## config.mk

```make
export PLATFORM = sky130hd
export DESIGN_NAME = pgcc_ctrl
export DESIGN_NICKNAME = d
export VERILOG_FILES = /design/src/design/pgcc_pkg.sv /design/src/design/pgcc_ctrl.sv
export SDC_FILE = /design/constraint.sdc
export NUM_CORES = 1
export LEC_CHECK = 0
export BUFFER_PORTS_ARGS = -buffer_cell sky130_fd_sc_hd__buf_2
export CAP_MARGIN = 20
export CORE_AREA = 2 2 39 41
export CTS_BUF_LIST = sky130_fd_sc_hd__clkbuf_16
export CTS_CLUSTER_SIZE = 16
export DETAILED_ROUTE_END_ITERATION = 16
export DIE_AREA = 0 0 41 43
export SLEW_MARGIN = 25
export SYNTH_ARGS = -nofsm -noshare
export SYNTH_HDL_FRONTEND = slang
export SYNTH_SLANG_ARGS = --single-unit
```

## constraint.sdc

```tcl
create_clock -name clock -period 0.9 [get_ports clock]
set_input_delay 0.045 -clock clock [delete_from_list [all_inputs] [get_ports clock]]
set_output_delay 0.045 -clock clock [all_outputs]
set_load 0.005 [all_outputs]
```

## src/design/pgcc_pkg.sv

```systemverilog
// ----------------------------------------------------------------------------
// pgcc_pkg: shared definitions of the pin-guide connectivity checker
// Operation codes, field widths, register indexes and the command and status
// bundles that join the controller to the datapath.
// ----------------------------------------------------------------------------
package pgcc_pkg;

   localparam int PGCC_MAX_PINS   = 16;
   localparam int PGCC_MAX_GUIDES = 64;

   localparam int OP_W          = 2;
   localparam int PIN_IDX_W     = 4;
   localparam int GUIDE_IDX_W   = 6;
   localparam int PIN_COUNT_W   = 5;
   localparam int GUIDE_COUNT_W = 7;
   localparam int CSR_INDEX_W   = 1;
   localparam int CSR_DATA_W    = 7;

   localparam logic [OP_W-1:0] OP_CLEAR    = 2'd0;
   localparam logic [OP_W-1:0] OP_ADD_PG   = 2'd1;
   localparam logic [OP_W-1:0] OP_ADD_GG   = 2'd2;
   localparam logic [OP_W-1:0] OP_CHECK    = 2'd3;

   localparam logic [CSR_INDEX_W-1:0] CSR_PIN_COUNT   = 1'd0;
   localparam logic [CSR_INDEX_W-1:0] CSR_GUIDE_COUNT = 1'd1;

   typedef struct packed {
      logic capture;
      logic clear;
      logic load_pg;
      logic gg_wr;
      logic gg_second;
      logic check_init;
      logic sweep;
      logic load_rsp;
   } cmd_type;

   typedef struct packed {
      logic [OP_W-1:0] op;
      logic            gg_ok;
      logic            sweep_done;
   } status_type;

endpackage

```

## src/design/pgcc_ctrl.sv

```systemverilog
// ----------------------------------------------------------------------------
// pgcc_ctrl: sequencer of the connectivity checker
// Accepts one request transaction at a time, steps the datapath through a
// clear, edge loads or the reachability sweep; owns the response valid flag.
// ----------------------------------------------------------------------------
module pgcc_ctrl import pgcc_pkg::*; (
   input  logic       clock,
   input  logic       reset,
   input  logic       req_valid,
   output logic       req_ready,
   output logic       rsp_valid,
   input  logic       rsp_ready,
   input  status_type status,
   output cmd_type    cmd
);

   localparam logic [2:0] ST_IDLE   = 3'd0;
   localparam logic [2:0] ST_EXEC   = 3'd1;
   localparam logic [2:0] ST_GG_WR1 = 3'd2;
   localparam logic [2:0] ST_GG_RD2 = 3'd3;
   localparam logic [2:0] ST_GG_WR2 = 3'd4;
   localparam logic [2:0] ST_SWEEP  = 3'd5;

   logic [2:0] state_ff, state_in;
   logic       rsp_valid_ff, rsp_valid_in;

   assign req_ready = (state_ff == ST_IDLE);
   assign rsp_valid = rsp_valid_ff;

   always_comb begin
      state_in     = state_ff;
      rsp_valid_in = rsp_valid_ff && !rsp_ready;
      cmd          = '0;
      unique case (state_ff)
         ST_IDLE: begin
            if (req_valid) begin
               cmd.capture = 1'b1;
               state_in    = ST_EXEC;
            end
         end
         ST_EXEC: begin
            unique case (status.op)
               OP_CLEAR: begin
                  cmd.clear = 1'b1;
                  state_in  = ST_IDLE;
               end
               OP_ADD_PG: begin
                  cmd.load_pg = 1'b1;
                  state_in    = ST_IDLE;
               end
               OP_ADD_GG: begin
                  // The first row is read in this cycle.
                  state_in = status.gg_ok ? ST_GG_WR1 : ST_IDLE;
               end
               OP_CHECK: begin
                  cmd.check_init = 1'b1;
                  state_in       = ST_SWEEP;
               end
               default: state_in = ST_IDLE;
            endcase
         end
         ST_GG_WR1: begin
            cmd.gg_wr = 1'b1;
            state_in  = ST_GG_RD2;
         end
         ST_GG_RD2: begin
            cmd.gg_second = 1'b1;
            state_in      = ST_GG_WR2;
         end
         ST_GG_WR2: begin
            cmd.gg_wr     = 1'b1;
            cmd.gg_second = 1'b1;
            state_in      = ST_IDLE;
         end
         ST_SWEEP: begin
            cmd.sweep = 1'b1;
            // The result leaves only once the response register is free.
            if (status.sweep_done && (!rsp_valid_ff || rsp_ready)) begin
               cmd.load_rsp = 1'b1;
               rsp_valid_in = 1'b1;
               state_in     = ST_IDLE;
            end
         end
         default: state_in = ST_IDLE;
      endcase
   end

   always_ff @(posedge clock) begin
      if (reset) begin
         state_ff     <= ST_IDLE;
         rsp_valid_ff <= 1'b0;
      end else begin
         state_ff     <= state_in;
         rsp_valid_ff <= rsp_valid_in;
      end
   end

endmodule

```

==> flow_metrics.tcl, run 1 <==
set metrics [dict create \
    cap_violations 0 \
    fin_nets 72 \
    drtIter0Drc 4 \
    fin_worst_skew_ps 2.00 \
    yosysWarnings 0 \
    yosysSeqAreaShare 0.298 \
    met3_length_microns 66 \
    p_switching_mw 0.197 \
    pwr-share-comb 0.119 \
    final-instance-count-excl-fill 78 \
    num_rows 14 \
    track_usage 0.108 \
    cts_tree "built" \
    avgSynthCellArea_sq_um 7.47 \
    htreeDepth 1 \
    ys_top_cells_by_area "dfxtp_1 30%, a21oi_1 7.4%, nand2b_1 7.0%" \
    status "finished, violations left" \
    coreArea_sq_mm 0.00138 \
    first_pass_iters 4 \
    gp_congestion 0.711 \
    num_vias 354 \
    start_kind "flop" \
    hold_path_class "input port to flop" \
    drt_wl_total_microns 804 \
    crit_fanout 6 \
    die_h_microns 43 \
    viasPerCell 4.54 \
    criticalPathCategory "flop to output pin" \
    clk_pin_slew_ps 30 \
    power_density_mw_per_mm2 1730 \
    crit_required_ps 850 \
    drcViolationCount 0 \
    fin_crit_sh 1.27 \
    yosys.area.top_type "dfxtp_1" \
    pin_count 18 \
    finalMaxSlewViolations 0 \
    tightest_slew_ps 189 \
    synth.cell_area_sq_um 269 \
    ys_seq_elements 4 \
    dieArea_sq_mm 0.00176 \
    drive_gt1_frac 0.677 \
    route.met2.wl_microns 393 \
    grt_overflow 0 \
    fillers 138 \
    fmax_mhz 872 \
    port_buffers 17 \
    swShare 0.195 \
    grt_pass1_wl_mm 1.26 \
    timing.final.ws_setup_ps -247 \
    clock-sinks 4 \
    ant_nets 0 \
    violations "negative setup slack" \
    cts_buffers 3 \
    setup.worst_path.end_class "output pin" \
    wire_per_inst_microns 10.3 \
    hold_viol 0 \
    ir_drop_mv 0.896 \
    syn_inst 36 \
    start_util 0.194 \
    grt_antenna_before_repair 0 \
    cp_data_arrival_time_ps 1100 \
    p_clk_frac 0.693 \
    post-place-cells 72 \
    finalPower_mw 1.01 \
    dp_slack_ps -117 \
    r2r_slack_ps -240 \
    rsz0062_at_grt "yes" \
    cts_max_path_buffers 2 \
    synth.distinct_cells 20 \
    area_delta_synth_final_pct 117 \
    dpl.hpwl_microns 557 \
    first_global_vias 315 \
    relSlewSlack 0.874 \
    intPower_mw 0.814 \
    top_layer "met4" \
    wl_met1_microns 323 \
    yosysTopAreaCellShare 0.298 \
    hold_buffers 0 \
    finalSetupViolations 12 \
    period_minus_slack_ps 1150 \
    die_w_microns 41 \
    pwr-share-seq 0.188 \
    diodes 0 \
    fin_tns_setup_ps -1910 \
    power_leakage_nw 0.281 \
    utilization 0.422 \
    cts_root_buf "clkbuf_16" \
    grt_max_degree 7 \
    synth.net_count 44 \
    clkLatencyLatePin_ps 230 \
]
worst max-delay path, stage by stage (launching register included):
cell	delay (ps)
dfxtp_4	350
buf_6	120
nor4b_2	250
buf_2	150
path summary, 6_finish.rpt:
path / start / endpoint / cells after the start
max: state_ff[2] / cmd[5] / 3
max reg2reg: state_ff[1] / state_ff[0] / 4
min: reset / rsp_valid / 2
min reg2reg: rsp_valid / rsp_valid / 2
power groups by stage:
stage / Combinational [mW] / Sequential [mW] / Clock, mW
after CTS: 0.116 / 0.192 / 0.715
after global routing: 0.132 / 0.192 / 0.721
after floorplan: 0.0574 / 0.189 / 0
after detailed placement: 0.100 / 0.194 / 0
after global placement: 0.0992 / 0.194 / 0
final: 0.120 / 0.190 / 0.701
kinds of logic (layout without fill, tap and decap cells):
family                 after synthesis  in the layout  synth area share
AOI/OAI and AO/OA                    8              8             0.200
DFF                                  4              4             0.298
muxes                                1              1            0.0372
buffers and inverters                3             29            0.0512
and+or+nand+nor                     20             20             0.414
cells in the final DEF (no fill, tap or decap), types with 2 or more instances in the layout:
cell	instances
nor3_2	3
nand2_1	3
nand2b_1	3
buf_2	16
buf_6	6
a21oi_2	2
clkbuf_16	3
a21oi_1	2
buf_4	3
nor2_1	3
dfxtp_4	3
through the flow:
stage / hold WS (ps) / instance area (sq um)
floorplan: 114 / 283
global placement: 241 / 403
detailed placement: 248 / 403
CTS: 12.7 / 548
global route: 30.8 / 584
finish: 16.7 / 584
cells in the mapped netlist:
cell type	instances
o22ai_1	1
and3b_1	1
nor3_1	3
dfxtp_1	4
nand2b_1	3
nor2_1	3
nor4_1	1
a21oi_1	4
nor4b_1	1
nor2b_1	1
nand2b_2	1
buf_2	2
o21a_1	1
o211a_1	1
inv_1	1
and2_1	1
a32o_1	1
and3_1	1
nand2_1	4
mux2i_1	1
routing by layer:
metal | vias up | global-route usage
met5 | - | 0
met3 | 2 | 0.0314
li1 | 183 | -
met2 | 13 | 0.153
met1 | 156 | 0.131
met4 | 0 | 0.0800
timing repair:
item | CTS | global route
resized for setup | 16 | 6
setup endpoints to repair | 13 | 13
pin swaps | 6 | 3
buffers inserted | 2 | 1
area by class of cell:
class | instances | area [sq um] | share of cell area
Timing Repair Buffer | 25 | 170 | 0.291
Inverter | 1 | 3.75 | 0.00642
Multi-Input combinational cell | 29 | 224 | 0.383
Clock buffer | 3 | 75.1 | 0.128
Tap cell | 16 | 20.0 | 0.0343
Sequential cell | 4 | 91.3 | 0.156
sequential cells by signal (all words and copies together), names as in the netlist:
name / cells
rsp_valid: 1
state_ff: 3
No activity file was read; power rests on OpenSTA's default activity.
==> run 2: changes to the inputs <==
BUFFER_PORTS_ARGS = not set   (was -buffer_cell sky130_fd_sc_hd__buf_2)
DONT_BUFFER_PORTS = 1   (was not set)
clock period = 1.38 ns   (was 0.9 ns; I/O delays follow)
==> flow_metrics.tcl, run 2 (synthesis results as in run 1) <==
set metrics [dict create \
    r2r_slack_ps 330 \
    fin_worst_skew_ps 0.994 \
    finalSetupViolations 0 \
    post-place-cells 50 \
    rsz0062_at_grt "no" \
    ant_nets 0 \
    r2r_start "state_ff[1]" \
    area_delta_synth_final_pct 39.1 \
    first_global_vias 249 \
    track_usage 0.0852 \
    clkLatencyLatePin_ps 220 \
    tightest_slew_ps 352 \
    htreeDepth 1 \
    grt_overflow 0 \
    critical_path.endpoint "cmd[0]" \
    die_h_microns 43 \
    reg2regPathDepth 3 \
    fmax_mhz 807 \
    cap_violations 0 \
    grt_pass1_wl_microns 924 \
    first_pass_iters 4 \
    power_leakage_nw 0.157 \
    final-instance-count-excl-fill 55 \
    drtIter0Drc 3 \
    cp_data_arrival_time_ps 1170 \
    cts_tree "built" \
    diodes 0 \
    fin_tns_setup_ps 0 \
    setup.worst_path.end_class "output pin" \
    most-common-layout-cells "4 x a21oi_1, 4 x nand2_1, 4 x dfxtp_1" \
    cts_root_buf "clkbuf_16" \
    criticalPathCategory "flop to output pin" \
    pin_count 18 \
    period_minus_slack_ps 1240 \
    relSlewSlack 0.762 \
    fin_nets 49 \
    clock-sinks 4 \
    dieArea_sq_mm 0.00176 \
    gp_congestion 0.702 \
    clk_pin_slew_ps 30 \
    start_kind "flop" \
    drt_wl_total_microns 595 \
    grt_antenna_before_repair 0 \
    hold_viol 0 \
    grt_max_degree 10 \
    top_register "state_ff" \
    post_cts_resized 0 \
    port_buffers 0 \
    fin_crit_sh 0.898 \
    wire_per_inst_microns 10.8 \
    finalMaxSlewViolations 0 \
    largest_reg_flops 3 \
    start_util 0.194 \
    fillers 152 \
    drcViolationCount 0 \
    ir_drop_mv 0.759 \
    drive_gt1_frac 0.103 \
    crit_fanout 8 \
    power_density_mw_per_mm2 1610 \
    min_from "reset" \
    cp-startpoint "state_ff[0]" \
    status "complete, no violations" \
    num_rows 14 \
    die_w_microns 41 \
    crit_required_ps 1310 \
    cts_max_path_buffers 2 \
    num_vias 267 \
    coreArea_sq_mm 0.00138 \
    r2r-end "state_ff[0]" \
    viasPerCell 4.85 \
    cts_buffers 3 \
    hold_path_class "input port to flop" \
]
==> run 2: changes by cell type in the layout (fill, tap and decap cells not counted), moves of 2 or more <==
| cell | delta |
|---|---|
| a21oi_1 | +2 |
| a21oi_2 | -2 |
| buf_2 | -16 |
| buf_4 | -3 |
| buf_6 | -6 |
| dfxtp_1 | +3 |
| dfxtp_4 | -3 |
| dlygate4sd3_1 | +2 |
| nor3_1 | +3 |
| nor3_2 | -3 |
==> run 2: repair_timing <==
item | in CTS | in global routing
hold buffers | 2 | 0
hold endpoints to repair | 1 | 0
setup buffers | 0 | 0
==> run 2: worst max-delay path, stage by stage, from the launching register on <==
cell	delay [ps]
dfxtp_1	470
and3b_1	290
and3_1	200
==> run 2: layout make-up <==
class / instances / area (sq um) / share of cell area
clock buffers: 3 / 75.1 / 0.201
inverters: 1 / 3.75 / 0.0100
multi-input cells: 29 / 175 / 0.468
flip-flops and latches: 4 / 80.1 / 0.214
well taps: 16 / 20.0 / 0.0535
repair buffers: 2 / 20.0 / 0.0535
==> run 2: worst min path at each step <==
stage / cells after the start / slack [ps] / end
2_1_floorplan: 1 / 140 / rsp_valid
3_3_place_gp: 1 / 140 / rsp_valid
3_5_place_dp: 1 / 140 / rsp_valid
4_1_cts: 2 / 20 / state_ff[1]
5_1_grt: 2 / 30 / state_ff[2]
6_report: 2 / 20 / state_ff[1]
==> run 2: metal layers <==
layer,global-route usage,part of all wire
met5,0,0
met4,0.100,0.017
met3,0.0366,0.062
met2,0.131,0.54
met1,0.0671,0.38
==> run 2: where the power goes <==
| part | switching [mW] | internal, mW | total (mW) |
|---|---|---|---|
| Combinational | 0.0168 | 0.0186 | 0.0353 |
| Sequential | 0.00755 | 0.120 | 0.128 |
| Clock | 0.0695 | 0.369 | 0.439 |
| Total | 0.0938 | 0.508 | 0.602 |
==> run 2: per-stage QoR <==
step	hold slack [ps]	area (sq um)	power, mW	setup slack (ps)	utilization
2_1_floorplan	138	269	0.157	386	-
3_3_place_gp	142	279	0.161	341	0.202
3_5_place_dp	144	279	0.161	315	0.202
4_1_cts	24.3	374	0.611	136	0.270
5_1_grt	29.5	374	0.629	54.4	0.270
6_report	22.8	374	0.602	141	0.270
